`src/rtl/first_fit_heap_allocator_core_assert.svh`:
```
// Assertion macros for the first-fit heap allocator.
// Used by the top level; needs clk and rst in the calling scope.
`ifndef FIRST_FIT_HEAP_ALLOCATOR_CORE_ASSERT_SVH
`define FIRST_FIT_HEAP_ALLOCATOR_CORE_ASSERT_SVH
`ifndef ASSERT_OFF
`define FFHA_ASSERT_IMPL(lbl, ante, cons, msg) \
  lbl: assert property (@(posedge clk) disable iff (rst) (ante) |-> (cons)) else $error(msg);
`define FFHA_ASSERT_NEXT(lbl, ante, cons, msg) \
  lbl: assert property (@(posedge clk) disable iff (rst) (ante) |=> (cons)) else $error(msg);
`else
`define FFHA_ASSERT_IMPL(lbl, ante, cons, msg)
`define FFHA_ASSERT_NEXT(lbl, ante, cons, msg)
`endif
`endif

```
`src/rtl/ffha_pkg.sv`:
```
// Shared types and constants of the first-fit heap allocator.
// No dependencies.
package ffha_pkg;

  localparam int unsigned HDR_BYTES      = 32;
  localparam int unsigned MIN_BODY_BYTES = 16;
  localparam int unsigned WANT_W         = 22;  // rounded 21-bit request

  localparam logic [2:0] ST_DONE        = 3'd0;
  localparam logic [2:0] ST_IGNORED     = 3'd1;
  localparam logic [2:0] ST_NO_SPACE    = 3'd2;
  localparam logic [2:0] ST_DOUBLE_FREE = 3'd3;
  localparam logic [2:0] ST_NOT_BLOCK   = 3'd4;

  // {valid, used}
  localparam logic [1:0] FLAG_NONE = 2'b00;
  localparam logic [1:0] FLAG_FREE = 2'b10;
  localparam logic [1:0] FLAG_USED = 2'b11;

  typedef struct packed {
    logic        func;
    logic [20:0] request_size;
    logic [19:0] payload_offset;
  } req_t;

  typedef struct packed {
    logic [19:0] result_offset;
    logic [2:0]  status;
    logic [31:0] double_free_total;
  } rsp_t;

  typedef enum logic [4:0] {
    OP_NOP, OP_CLEAR, OP_LOAD, OP_START, OP_SCAN_RD, OP_SCAN_CHK, OP_HEAD,
    OP_RM_RD, OP_RM_WR, OP_CV1, OP_CV2, OP_EX1, OP_EX2, OP_AB_RD, OP_AB_WR,
    OP_F_RD, OP_F_CHK, OP_F_INS, OP_F_NX, OP_F_PV, OP_F_PV2, OP_FIN
  } op_t;

  typedef struct packed {
    op_t        op;
    logic [2:0] code;
    logic       give_offset;
  } ctl_t;

  typedef struct packed {
    logic is_free;
    logic zero_size;
    logic null_off;
    logic bad_off;
    logic b_live;
    logic fit;
    logic ext_ok;
    logic carve_ok;
    logic merge;
    logic blk_valid;
    logic blk_used;
    logic clr_done;
  } sts_t;

endpackage

```
`src/rtl/ffha_ctrl.sv`:
```
// Controller state machine of the heap allocator: sequences datapath
// operations and runs both handshakes. Depends on ffha_pkg.
module ffha_ctrl (
  input  logic           clk,
  input  logic           rst,
  input  logic           req_valid,
  output logic           req_ready,
  output logic           rsp_valid,
  input  logic           rsp_ready,
  input  ffha_pkg::sts_t sts,
  output ffha_pkg::ctl_t ctl
);

  typedef enum logic [20:0] {
    S_CLEAR    = 21'h000001,
    S_IDLE     = 21'h000002,
    S_START    = 21'h000004,
    S_SCAN     = 21'h000008,
    S_SCAN_CHK = 21'h000010,
    S_HEAD     = 21'h000020,
    S_RM_RD    = 21'h000040,
    S_RM_WR    = 21'h000080,
    S_CV1      = 21'h000100,
    S_CV2      = 21'h000200,
    S_EX1      = 21'h000400,
    S_EX2      = 21'h000800,
    S_AB_RD    = 21'h001000,
    S_AB_WR    = 21'h002000,
    S_F_RD     = 21'h004000,
    S_F_CHK    = 21'h008000,
    S_F_INS    = 21'h010000,
    S_F_NX     = 21'h020000,
    S_F_PV     = 21'h040000,
    S_F_PV2    = 21'h080000,
    S_FIN      = 21'h100000
  } state_t;

  // where a merge returns to
  typedef enum logic [1:0] {RET_SCAN, RET_PV, RET_FIN} ret_t;

  state_t     state, state_next;
  ret_t       ret, ret_next;
  logic       pass1, pass1_next;
  logic [2:0] code, code_next;
  logic       give, give_next;
  logic       take;

  assign take      = !rsp_valid || rsp_ready;
  assign req_ready = state == S_IDLE;

  always_comb begin
    state_next = state;
    ret_next   = ret;
    pass1_next = pass1;
    code_next  = code;
    give_next  = give;
    ctl.op     = ffha_pkg::OP_NOP;
    ctl.code   = code;
    ctl.give_offset = give;
    case (state)
      S_CLEAR: begin
        ctl.op = ffha_pkg::OP_CLEAR;
        if (sts.clr_done) state_next = S_IDLE;
      end
      S_IDLE: begin
        if (req_valid) begin
          ctl.op     = ffha_pkg::OP_LOAD;
          state_next = S_START;
        end
      end
      S_START: begin
        ctl.op    = ffha_pkg::OP_START;
        give_next = 1'b0;
        if (sts.is_free) begin
          if (sts.null_off) begin
            code_next = ffha_pkg::ST_IGNORED; state_next = S_FIN;
          end else if (sts.bad_off) begin
            code_next = ffha_pkg::ST_NOT_BLOCK; state_next = S_FIN;
          end else begin
            state_next = S_F_RD;
          end
        end else if (sts.zero_size) begin
          code_next = ffha_pkg::ST_IGNORED; state_next = S_FIN;
        end else begin
          pass1_next = 1'b0;
          state_next = S_SCAN;
        end
      end
      S_SCAN: begin
        ctl.op = ffha_pkg::OP_SCAN_RD;
        if (!sts.b_live) begin
          if (pass1 || !sts.ext_ok) begin
            code_next = ffha_pkg::ST_NO_SPACE; state_next = S_FIN;
          end else begin
            state_next = S_EX1;
          end
        end else begin
          state_next = S_SCAN_CHK;
        end
      end
      S_SCAN_CHK: begin
        ctl.op     = ffha_pkg::OP_SCAN_CHK;
        state_next = sts.fit ? S_RM_RD : S_SCAN;
      end
      S_HEAD: begin
        ctl.op = ffha_pkg::OP_HEAD; state_next = S_SCAN;
      end
      S_RM_RD: begin
        ctl.op = ffha_pkg::OP_RM_RD; state_next = S_RM_WR;
      end
      S_RM_WR: begin
        ctl.op = ffha_pkg::OP_RM_WR; state_next = S_CV1;
      end
      S_CV1: begin
        ctl.op = ffha_pkg::OP_CV1;
        if (sts.carve_ok) begin
          state_next = S_CV2;
        end else begin
          code_next = ffha_pkg::ST_DONE; give_next = 1'b1; state_next = S_FIN;
        end
      end
      S_CV2: begin
        ctl.op    = ffha_pkg::OP_CV2;
        code_next = ffha_pkg::ST_DONE; give_next = 1'b1; state_next = S_FIN;
      end
      S_EX1: begin
        ctl.op = ffha_pkg::OP_EX1; state_next = S_EX2;
      end
      S_EX2: begin
        ctl.op     = ffha_pkg::OP_EX2;
        pass1_next = 1'b1;
        if (sts.merge) begin
          ret_next = RET_SCAN; state_next = S_AB_RD;
        end else begin
          state_next = S_HEAD;
        end
      end
      S_AB_RD: begin
        ctl.op = ffha_pkg::OP_AB_RD; state_next = S_AB_WR;
      end
      S_AB_WR: begin
        ctl.op = ffha_pkg::OP_AB_WR;
        case (ret)
          RET_SCAN: state_next = S_HEAD;
          RET_PV:   state_next = S_F_PV;
          default: begin
            code_next = ffha_pkg::ST_DONE; state_next = S_FIN;
          end
        endcase
      end
      S_F_RD: begin
        ctl.op = ffha_pkg::OP_F_RD; state_next = S_F_CHK;
      end
      S_F_CHK: begin
        ctl.op = ffha_pkg::OP_F_CHK;
        if (!sts.blk_valid) begin
          code_next = ffha_pkg::ST_NOT_BLOCK; state_next = S_FIN;
        end else if (!sts.blk_used) begin
          code_next = ffha_pkg::ST_DOUBLE_FREE; state_next = S_FIN;
        end else begin
          state_next = S_F_INS;
        end
      end
      S_F_INS: begin
        ctl.op = ffha_pkg::OP_F_INS; state_next = S_F_NX;
      end
      S_F_NX: begin
        ctl.op = ffha_pkg::OP_F_NX;
        if (sts.merge) begin
          ret_next = RET_PV; state_next = S_AB_RD;
        end else begin
          state_next = S_F_PV;
        end
      end
      S_F_PV: begin
        ctl.op = ffha_pkg::OP_F_PV; state_next = S_F_PV2;
      end
      S_F_PV2: begin
        ctl.op = ffha_pkg::OP_F_PV2;
        if (sts.merge) begin
          ret_next = RET_FIN; state_next = S_AB_RD;
        end else begin
          code_next = ffha_pkg::ST_DONE; state_next = S_FIN;
        end
      end
      S_FIN: begin
        if (take) begin
          ctl.op = ffha_pkg::OP_FIN; state_next = S_IDLE;
        end
      end
      default: state_next = S_CLEAR;
    endcase
  end

  always_ff @(posedge clk) begin
    if (rst) begin
      state     <= S_CLEAR;
      ret       <= RET_FIN;
      pass1     <= 1'b0;
      code      <= ffha_pkg::ST_DONE;
      give      <= 1'b0;
      rsp_valid <= 1'b0;
    end else begin
      state <= state_next;
      ret   <= ret_next;
      pass1 <= pass1_next;
      code  <= code_next;
      give  <= give_next;
      if (state == S_FIN && take) rsp_valid <= 1'b1;
      else if (rsp_ready) rsp_valid <= 1'b0;
    end
  end

endmodule

```
`config.mk`:
```
export PLATFORM = sky130hd
export DESIGN_NAME = ffha_ctrl
export DESIGN_NICKNAME = d
export VERILOG_FILES = /design/src/rtl/first_fit_heap_allocator_core_assert.svh /design/src/rtl/ffha_pkg.sv /design/src/rtl/ffha_ctrl.sv
export SDC_FILE = /design/constraint.sdc
export NUM_CORES = 1
export LEC_CHECK = 0
export BUFFER_PORTS_ARGS = -buffer_cell sky130_fd_sc_hd__buf_2
export CAP_MARGIN = 25
export CELL_PAD_IN_SITES_DETAIL_PLACEMENT = 1
export CELL_PAD_IN_SITES_GLOBAL_PLACEMENT = 2
export CORE_MARGIN = 10
export CORE_UTILIZATION = 33
export CTS_CLUSTER_DIAMETER = 80
export DETAILED_ROUTE_END_ITERATION = 12
export GPL_ROUTABILITY_DRIVEN = 1
export PLACE_DENSITY = 0.81
export SETUP_SLACK_MARGIN = 0.5
export SYNTH_ARGS = -nofsm -noshare
export SYNTH_HDL_FRONTEND = slang
export SYNTH_SLANG_ARGS = --single-unit
```
`constraint.sdc`:
```
create_clock -name clk -period 2.8 [get_ports clk]
set_input_delay 0.14 -clock clk [delete_from_list [all_inputs] [get_ports clk]]
set_output_delay 0.14 -clock clk [all_outputs]
set_load 0.03 [all_outputs]
```
* Yosys cells after proc, flatten, opt, wreduce, memory -nomap -nowiden *
Index checks and enable logic that the tools add are counted.

cells by class
  add/sub/neg operators = 0
  multiply operators = 0
  divide/modulo/power cells = 0
  $lt $le $gt $ge = 0
  equality and inequality tests = 38
  shift-type cells = 0
  muxes and demuxes = 44
  bitwise operators = 0
  reductions and logical operators = 17

operator list
  operator              count
  $pmux 21 s21          1
  $mux 21               13
  $pmux 5 s21           1
  $pmux 21 s2           1
  $mux 3                11
  $ne 2x2->1 const B    13
  $eq 21x1->1 const B   1
  $eq 21x10->1 const B  1
  $eq 21x11->1 const B  1
  $eq 21x12->1 const B  1
  $eq 21x13->1 const B  1
  $eq 21x14->1 const B  1
  $eq 21x15->1 const B  1
  $eq 21x16->1 const B  1
  $eq 21x17->1 const B  1
  $eq 21x18->1 const B  1
  $eq 21x19->1 const B  1
  $eq 21x2->1 const B   1
  $eq 21x20->1 const B  1
  $eq 21x21->1 const B  1
  $eq 21x3->1 const B   1
  $eq 21x4->1 const B   1
  $eq 21x5->1 const B   1
  $eq 21x6->1 const B   1
  other kinds (28)      41

word-level totals
  flip-flop bits (word level) = 29
  latch bits = 0
  bits in writable memories = 0
  bits in read-only memories = 0
  input port bits = 16
  output and inout bits = 11
  memories kept = 0

* Longest topological paths before layout *
Gate-level depths: netlist of the first run.

  depth in word-level cells = 5
  depth in mapped cells = 9

* Worst setup path before layout of the first run *
OpenSTA, ideal clock, no wires.

  path kind = register -> output
  from = register state[10]
  to = output ctl[5] (netlist name)
  arrival = 2311 ps
  required time = 2660 ps
  path slack = 349 ps
  stages on the path, launching flop included = 8
  buffers on the path = 1
  path through = dfxtp_1 > buf_6 > or4_4 > nor4_4 > nand2_2 > or4b_1 > and4_1 > nand4_1

RTL lines
  what                    RTL line          RTL
  start, declared         ffha_ctrl.sv:41   state_t state, state_next;
  start signal, assigned  ffha_ctrl.sv:204  state <= state_next;
  end, declared           ffha_ctrl.sv:11   output ffha_pkg::ctl_t ctl

==> results of run 1 <==
path summary, 6_finish.rpt:
check,start,end,slack (ns),cells after the start
worst min-delay path,sts[7],state[10]$_SDFFE_PP0P_,0.06,2
worst max register to register,state[8]$_SDFFE_PP0P_,rsp_valid$_SDFFE_PP0P_,0.19,12
worst max-delay path,state[8]$_SDFFE_PP0P_,ctl[5],0.16,7
worst min register to register,pass1$_SDFFE_PP0P_,pass1$_SDFFE_PP0P_,0.46,2
metrics by stage:
stage / hold slack, ns / cells
floorplan: 0.2167 / 218
global placement: 0.3735 / 319
detailed placement: 0.3705 / 319
CTS: 0.06665 / 340
global route: 0.07083 / 351
finish: 0.06434 / 351
registers in the layout, summed over array words and instances, names as in the netlist:
name / flops
pass1: 1
ret: 2
code: 3
rsp_valid: 1
give: 1
state: 21
metal layers:
layer / wire (um) / vias up
met5: 0 / -
met1: 2977 / 976
li1: - / 965
met3: 482 / 11
met4: 146 / 0
met2: 3371 / 57
power groups by stage:
stage,registers [uW],logic [uW],clock network (uW)
2_1_floorplan,439,145,0
4_1_cts,433,244,362
5_1_grt,434,305,389
6_report,433,286,357
3_5_place_dp,441,207,0
3_3_place_gp,439,207,0
cell families after synthesis:
| family | count (synthesis) | share of synthesized area |
|---|---|---|
| compound gates | 33 | 0.1331 |
| buf+inv | 15 | 0.04738 |
| xor+xnor | 4 | 0.01952 |
| simple gates | 137 | 0.4767 |
| flops | 29 | 0.3233 |
synth_stat cells, drive strengths merged (2+ instances only):
master	n	area share
or3	4	0.017
o21ba	2	0.011
nor4b	12	0.067
a31oi	6	0.021
nand3b	2	0.0084
and3	2	0.0070
nor3	15	0.045
nor3b	2	0.0084
xnor2	3	0.015
nor2	27	0.058
or4	7	0.033
a211oi	3	0.013
nor2b	3	0.010
o21ai	4	0.011
nand3	9	0.032
a22oi	4	0.017
inv	8	0.017
nand4	9	0.031
nand2	21	0.045
or4b	4	0.022
nand2b	3	0.010
dfxtp	29	0.32
buf	6	0.029
nor4	11	0.054
a21oi	4	0.011
and4	2	0.0098
repair_timing:
action                     in CTS  in global routing
pin swaps                       6                 22
setup buffers                  13                 11
gates resized for setup        20                 43
setup endpoints to repair      25                 31
hold buffers                    0                  0
cloned                          1                  0
final cells by class:
cell class	instances	area, sq um
Tap cell	70	87.58
Multi-Input combinational cell	175	1311
Timing Repair Buffer	62	456.7
Sequential cell	29	595.6
Clock buffer	7	86.33
Fill cell	627	2638
Inverter	8	30.03
critical path, delay by kind of cell, from the launching register on:
family	cells	cell delay, ns
and+or+nand+nor	6	1.73
DFF	1	0.34
buffers and inverters	1	0.15
==> impl_metrics.env, run 1 <==
export IMPL_drive_gt1_frac=0.4413
export IMPL_grt_pass1_vias=2008
export IMPL_tns_ns=0
export IMPL_skew_ns=0.004684
export IMPL_synth_warnings=0
export IMPL_nets=297
export IMPL_grt_setup_unrepaired="yes"
export IMPL_grt_use_met3=0.03677
export IMPL_power_leakage_uw=0.0009980
export IMPL_clkLatencyLatePin_ns=0.28
export IMPL_worstPathRequired_ns=2.66
export IMPL_ys_seq_elements=29
export IMPL_syn_cell_area_sq_um=1795
export IMPL_maxCapViolCount=0
export IMPL_rows=26
export IMPL_tightest_slew_ns=0.6829
export IMPL_antenna_cells=0
export IMPL_p_sw_frac=0.3197
export IMPL_gp_congestion=0.8787
export IMPL_maxSlewViolCount=0
export IMPL_antenna_found_initial=0
export IMPL_wl_per_cell_um=19.88
export IMPL_core_sq_um=5205
export IMPL_max_slew_margin=0.5420
export IMPL_crit_chain="or4_4 -> nor4_4 -> nand2_2 -> or4b_4 -> and4_4 -> nand4_1 -> buf_6"
export IMPL_cp_end_kind="output pin"
export IMPL_power_uw=1077
export IMPL_htree_levels=2
export IMPL_syn_inst=218
export IMPL_syn_to_final_growth_pct=43.00
export IMPL_hpwl_um=4935
export IMPL_ys_flop_type="dfxtp_1"
export IMPL_fp_dieW_um=93.76
export IMPL_final_area_sq_um=2567
export IMPL_crit_path_max_incr_delay_ns=0.57
export IMPL_clock_sinks=29
export IMPL_port_buffers=26
export IMPL_synth_enable_flop_cells=0
export IMPL_grt_max_degree=14
export IMPL_timing_final_ws_setup_ns=0.1559
export IMPL_ir_drop_mv=0.2374
export IMPL_layout_common_cells="30 x buf_4, 23 x dfxtp_1, 20 x buf_2"
export IMPL_ys_seq_area_frac=0.3233
export IMPL_die_area_sq_um=8791
export IMPL_power_share_clock=0.332
export IMPL_root_buffer="clkbuf_8"
export IMPL_arrival_ns=2.50
export IMPL_postRouteAntennaNets=0
export IMPL_post_dp_cell_area_sq_um=2053
export IMPL_syn_num_nets=234
export IMPL_crit_fanout=3
export IMPL_synth_avg_cell_area_sq_um=8.236
export IMPL_grt_total_usage=0.1538
export IMPL_worstSetupPathType="reg -> out"
export IMPL_dr_pass1_iters=4
export IMPL_vias_per_cell=5.724
export IMPL_final_hold_violation_count=0
export IMPL_cts_tree="built"
export IMPL_cp_start_kind="flop"
export IMPL_grt_ovfl_total=0
export IMPL_fmax_mhz=378.2
export IMPL_clk_path_buf_depth=2
export IMPL_min_period_ns=2.644
export IMPL_power_density_nw_per_um2=419.5
export IMPL_final_common_cell="buf_4"
export IMPL_p_int_uw=732.6
export IMPL_io_pins=27
export IMPL_fin_crit_sh=0.9443
export IMPL_clk_pin_slew_ns=0.06
export IMPL_synth_async_reset_ratio=0
export IMPL_met2_usage=0.2488
export IMPL_top_usage_layer="met2"
export IMPL_drt_iter0_drc=168
export IMPL_grt_pass1_wl_um=10640
export IMPL_vias=2009
export IMPL_initial_core_util=0.3450
export IMPL_place_ws_ns=0.2639
export IMPL_fp_dieH_um=93.76
export IMPL_post_route_drc_count=0
export IMPL_cts_made_buffers=5
export IMPL_p_switching_uw=344.3
export IMPL_status="finished, final reports clean"
export IMPL_comb_power_share=0.266
export IMPL_use_met1=0.1897
export IMPL_crit_slowest_cell="or4_4"
export IMPL_setup_viol=0
export IMPL_final_util=0.4933
export IMPL_ys_types=55
export IMPL_hold_class="in -> reg"
export IMPL_pwr_share_seq=0.402
export IMPL_wl_um=6977
Note: power is estimated with default switching activity, not from simulation.
==> run 2: changes to the inputs <==
--- a/config.mk
+++ b/config.mk
@@ -14,6 +14,7 @@
 export CTS_CLUSTER_DIAMETER = 80
 export DETAILED_ROUTE_END_ITERATION = 12
 export GPL_ROUTABILITY_DRIVEN = 1
+export GPL_TIMING_DRIVEN = 0
 export PLACE_DENSITY = 0.81
 export SETUP_SLACK_MARGIN = 0.5
 export SYNTH_ARGS = -nofsm -noshare
==> constraint.sdc (replaced) <==
create_clock -name clk -period 2.8 [get_ports clk]
set_input_delay 0.14 -clock clk [delete_from_list [all_inputs] [get_ports clk]]
set_output_delay 0.14 -clock clk [all_outputs]
set_load 0.01 [all_outputs]
==> impl_metrics.env, run 2 (same netlist as run 1, synthesis figures left out) <==
export IMPL_reg_top3="state x21, code x3, ret x2"
export IMPL_die_area_sq_um=8791
export IMPL_pwr_share_seq=0.347
export IMPL_reg2reg_slack_ns=0.19
export IMPL_cts_hold_buf=0
export IMPL_final_common_cell="buf_2"
export IMPL_post_route_drc_count=0
export IMPL_wl_per_cell_um=21.69
export IMPL_fmax_mhz=352.3
export IMPL_max_slew_margin=0.5084
export IMPL_power_density_nw_per_um2=458.5
export IMPL_p_sw_frac=0.3010
export IMPL_crit_slowest_cell="or4b_4"
export IMPL_postRouteAntennaNets=0
export IMPL_power_leakage_uw=0.001059
export IMPL_worstSetupPathType="reg -> out"
export IMPL_drt_iter0_drc=172
export IMPL_crit_chain="or4_1 -> buf_4 -> nor2_2 -> nand2_2 -> or4b_4 -> and4_1 -> nand4_1 -> buf_2"
export IMPL_rows=26
export IMPL_hpwl_um=4814
export IMPL_wl_um=7593
export IMPL_port_buffers=26
export IMPL_grt_setup_unrepaired="yes"
export IMPL_fp_dieW_um=93.76
export IMPL_maxCapViolCount=0
export IMPL_power_uw=1251
export IMPL_vias_per_cell=5.851
export IMPL_drive_gt1_frac=0.4821
export IMPL_cts_made_buffers=5
export IMPL_status="finished with violations"
export IMPL_violations="negative setup slack"
export IMPL_dr_pass1_iters=4
export IMPL_fp_dieH_um=93.76
export IMPL_core_sq_um=5205
export IMPL_grt_max_degree=11
export IMPL_initial_core_util=0.3450
export IMPL_grt_pass1_wl_um=10700
export IMPL_antenna_cells=0
export IMPL_holdWs_ns=0.07460
export IMPL_hold_class="in -> reg"
export IMPL_htree_levels=2
export IMPL_crit_path_max_incr_delay_ns=0.55
export IMPL_final_hold_violation_count=0
export IMPL_cp_start_kind="flop"
export IMPL_power_share_clock=0.371
export IMPL_num_fill_cells=618
export IMPL_clock_sinks=29
export IMPL_cts_tree="built"
export IMPL_skew_ns=0.01721
export IMPL_maxSlewViolCount=0
export IMPL_syn_to_final_growth_pct=51.99
export IMPL_min_period_ns=2.839
export IMPL_p_switching_uw=376.6
export IMPL_clk_pin_slew_ns=0.08
export IMPL_root_buffer="clkbuf_8"
export IMPL_arrival_ns=2.70
export IMPL_gp_congestion=0.9295
export IMPL_crit_fanout=8
export IMPL_tightest_slew_ns=0.7272
export IMPL_worstPathRequired_ns=2.66
export IMPL_setup_viol=1
export IMPL_layout_common_cells="27 x buf_2, 23 x dfxtp_1, 21 x buf_4"
export IMPL_nets=295
export IMPL_clk_path_buf_depth=2
export IMPL_clkLatencyLatePin_ns=0.30
export IMPL_fin_crit_sh=1.014
export IMPL_grt_pass1_vias=2060
export IMPL_vias=2048
export IMPL_timing_final_ws_setup_ns=-0.03853
export IMPL_cp_end_kind="output pin"
export IMPL_comb_power_share=0.281
export IMPL_grt_ovfl_total=0
export IMPL_ir_drop_mv=0.2454
export IMPL_io_pins=27
export IMPL_antenna_found_initial=0
export IMPL_regMostFlops="state"
export IMPL_grt_total_usage=0.1535
export IMPL_largest_reg_flops=21
export IMPL_p_int_uw=874.6
[run 2: layer usage]
| metal | vias to the layer above | routed length, um | GRT usage |
|---|---|---|---|
| met1 | 1013 | 3256 | 0.1912 |
| met5 | - | 0 | 0 |
| li1 | 967 | - | - |
| met3 | 14 | 279 | 0.03197 |
| met4 | 0 | 205 | 0.06076 |
| met2 | 54 | 3852 | 0.2512 |
[run 2: worst paths after layout]
check / from / end / cells after the start
worst max-delay path: state[13]$_SDFFE_PP0P_ / ctl[4] / 8
worst min-delay path: sts[7] / state[10]$_SDFFE_PP0P_ / 2
worst max register to register: state[10]$_SDFFE_PP0P_ / state[19]$_SDFFE_PP0P_ / 12
worst min register to register: pass1$_SDFFE_PP0P_ / pass1$_SDFFE_PP0P_ / 2
[run 2: timing repair]
item                                    in CTS  in global routing
endpoints found under the setup margin      31                 33
gates resized for setup                     40                 45
setup buffers                               14                 13
pin swaps                                   16                  8
gates cloned                                 1                  0
[run 2: area by class of cell]
| class | instances | area [sq um] | share of cell area |
|---|---|---|---|
| Buffer | 7 | 66.31 | 0.02430 |
| Clock buffer | 7 | 86.33 | 0.03164 |
| Clock inverter | 1 | 30.03 | 0.01100 |
| Inverter | 8 | 30.03 | 0.01100 |
| Multi-Input combinational cell | 174 | 1435 | 0.5259 |
| Sequential cell | 29 | 590.6 | 0.2164 |
| Tap cell | 70 | 87.58 | 0.03210 |
| Timing Repair Buffer | 54 | 402.9 | 0.1476 |
[run 2: power by group through the flow]
| stage | registers [uW] | logic [uW] | clock network (uW) |
|---|---|---|---|
| final | 435 | 352 | 465 |
| after global routing | 436 | 372 | 488 |
| after CTS | 432 | 268 | 470 |
| after detailed placement | 441 | 195 | 0 |
| after global placement | 440 | 198 | 0 |
| after floorplan | 438 | 132 | 0 |
[run 2: stage by stage]
| step | cells | TNS (ns) | setup WS [ns] | area (sq um) | util |
|---|---|---|---|---|---|
| global route | 350 | -0.1533 | -0.09811 | 2729 | 0.5243 |
| CTS | 337 | 0 | 0.03724 | 2419 | 0.4647 |
| detailed placement | 314 | 0 | 0.1649 | 2013 | 0.3868 |
| global placement | 314 | 0 | 0.07423 | 2013 | 0.3868 |
| finish | 350 | -0.03853 | -0.03853 | 2729 | 0.5243 |
| floorplan | 218 | 0 | 0.5022 | 1795 | - |
[run 2: worst max-delay path: cells and delay by family (launching register included)]
family / cells / cell delay (ns)
and+or+nand+nor: 6 / 1.65
DFF: 1 / 0.41
buffers and inverters: 2 / 0.34
==> run 3: changes to the inputs <==
==> constraint.sdc (replaced) <==
create_clock -name clk -period 2.7 [get_ports clk]
set_input_delay 0.135 -clock clk [delete_from_list [all_inputs] [get_ports clk]]
set_output_delay 0.135 -clock clk [all_outputs]
set_load 0.01 [all_outputs]
==> impl_metrics.env, run 3 (same netlist as run 1, synthesis figures left out) <==
export IMPL_status="finished with violations"
export IMPL_violations="negative setup slack"
export IMPL_path_delay_family="simple AND/OR/NAND/NOR gates"
export IMPL_root_buffer="clkbuf_8"
export IMPL_cp_start_kind="flop"
export IMPL_grt_setup_unrepaired="yes"
export IMPL_fin_crit_sh=1.017
export IMPL_cts_tree="built"
export IMPL_drt_iter0_drc=106
export IMPL_syn_to_final_growth_pct=62.93
export IMPL_multi_input_area_sq_um=1488
export IMPL_power_share_clock=0.367
export IMPL_wl_per_cell_um=22.46
export IMPL_skew_ns=0.01450
export IMPL_worstPathRequired_ns=2.57
export IMPL_grt_max_degree=11
export IMPL_dr_pass1_iters=4
export IMPL_cp_end_kind="output pin"
export IMPL_antenna_cells=0
export IMPL_grt_total_usage=0.1563
export IMPL_crit_chain="or4_4 -> nor4_4 -> nand2_2 -> or4b_4 -> and4_4 -> nand4_1 -> buf_2"
export IMPL_cts_hold_buf=0
export IMPL_antenna_found_initial=0
export IMPL_drive_gt1_frac=0.5308
export IMPL_tns_ns=-0.07998
export IMPL_gp_congestion=0.9191
export IMPL_fp_dieH_um=93.76
export IMPL_die_area_sq_um=8791
export IMPL_p_switching_uw=406.3
export IMPL_postRouteAntennaNets=0
export IMPL_final_common_cell="buf_4"
export IMPL_rows=26
export IMPL_nets=307
export IMPL_min_period_ns=2.745
export IMPL_arrival_ns=2.61
export IMPL_maxSlewViolCount=0
export IMPL_num_fill_cells=607
export IMPL_core_sq_um=5205
export IMPL_grt_ovfl_total=0
export IMPL_post_route_drc_count=0
export IMPL_tightest_slew_ns=0.9669
export IMPL_largest_reg_flops=21
export IMPL_reg2reg_slack_ns=0.06
export IMPL_regMostFlops="state"
export IMPL_comb_power_share=0.287
export IMPL_clock_sinks=29
export IMPL_hold_class="in -> reg"
export IMPL_critPathBufInv=1
export IMPL_ir_drop_mv=0.2803
export IMPL_fmax_mhz=364.3
export IMPL_clk_pin_slew_ns=0.07
export IMPL_crit_slowest_cell="or4_4"
export IMPL_p_sw_frac=0.3058
export IMPL_crit_path_max_incr_delay_ns=0.58
export IMPL_power_uw=1329
export IMPL_vias_per_cell=5.925
export IMPL_grt_pass1_vias=2064
export IMPL_maxCapViolCount=0
export IMPL_hpwl_um=4785
export IMPL_timing_final_ws_setup_ns=-0.04510
export IMPL_place_ws_ns=0.02670
export IMPL_crit_fanout=5
export IMPL_vias=2145
export IMPL_initial_core_util=0.3450
export IMPL_power_leakage_uw=0.001165
export IMPL_clk_path_buf_depth=2
export IMPL_max_slew_margin=0.3463
export IMPL_layout_common_cells="26 x buf_4, 25 x buf_2, 18 x nand2_1"
export IMPL_wl_um=8129
export IMPL_clkLatencyLatePin_ns=0.30
export IMPL_port_buffers=26
export IMPL_grt_pass1_wl_um=10790
export IMPL_htree_levels=2
export IMPL_worstSetupPathType="reg -> out"
export IMPL_pwr_share_seq=0.346
export IMPL_p_int_uw=922.4
export IMPL_fp_dieW_um=93.76
export IMPL_io_pins=27
export IMPL_cts_made_buffers=5
export IMPL_seqCellArea_sq_um=603.1
export IMPL_reg_top3="state x21, code x3, ret x2"
export IMPL_final_hold_violation_count=0
export IMPL_power_density_nw_per_um2=454.2
export IMPL_setup_viol=2
run 3: worst paths after layout:
path         cells past startpoint                      to                  start
max                              7                  ctl[5]  state[3]$_SDFFE_PP0P_
min                              2  state[10]$_SDFFE_PP0P_                 sts[7]
max reg2reg                     11  state[17]$_SDFFE_PP0P_  state[3]$_SDFFE_PP0P_
min reg2reg                      2      pass1$_SDFFE_PP0P_     pass1$_SDFFE_PP0P_
run 3: per-layer routing:
| metal | track usage | share of wire | up-vias |
|---|---|---|---|
| li1 | - | - | 986 |
| met1 | 0.1835 | 0.40 | 1062 |
| met2 | 0.2632 | 0.52 | 70 |
| met3 | 0.03357 | 0.055 | 27 |
| met4 | 0.07468 | 0.033 | 0 |
| met5 | 0 | 0 | - |
run 3: power groups by stage:
stage | clock (uW) | combinational (uW) | sequential, uW
2_1_floorplan | 0 | 136 | 454
3_3_place_gp | 0 | 203 | 456
3_5_place_dp | 0 | 202 | 457
4_1_cts | 489 | 292 | 449
5_1_grt | 507 | 403 | 462
6_report | 488 | 381 | 460
run 3: cell type report:
class / count / area share
sequential: 29 / 0.2062
clock buffer: 7 / 0.02951
multi-input combinational: 174 / 0.5086
inverter: 8 / 0.01112
buffer: 7 / 0.02310
timing repair buffer: 66 / 0.1814
clock inverter: 1 / 0.01027
tap: 70 / 0.02994
run 3: timing repair:
action,4_1_cts,5_1_grt
gates cloned,1,0
hold endpoints to repair,0,0
buffers inserted,17,22
resized for setup,37,68
endpoints found under the setup margin,32,31
pin swaps,10,18
run 3: through the flow:
| step | cell area, sq um | hold slack (ns) | instances | utilization |
|---|---|---|---|---|
| after floorplan | 1797 | 0.2117 | 218 | - |
| after global placement | 2014 | 0.3686 | 314 | 0.3870 |
| after detailed placement | 2014 | 0.3689 | 314 | 0.3870 |
| after CTS | 2469 | 0.06386 | 340 | 0.4743 |
| after global routing | 2925 | 0.06618 | 362 | 0.5620 |
| final | 2925 | 0.06587 | 362 | 0.5620 |
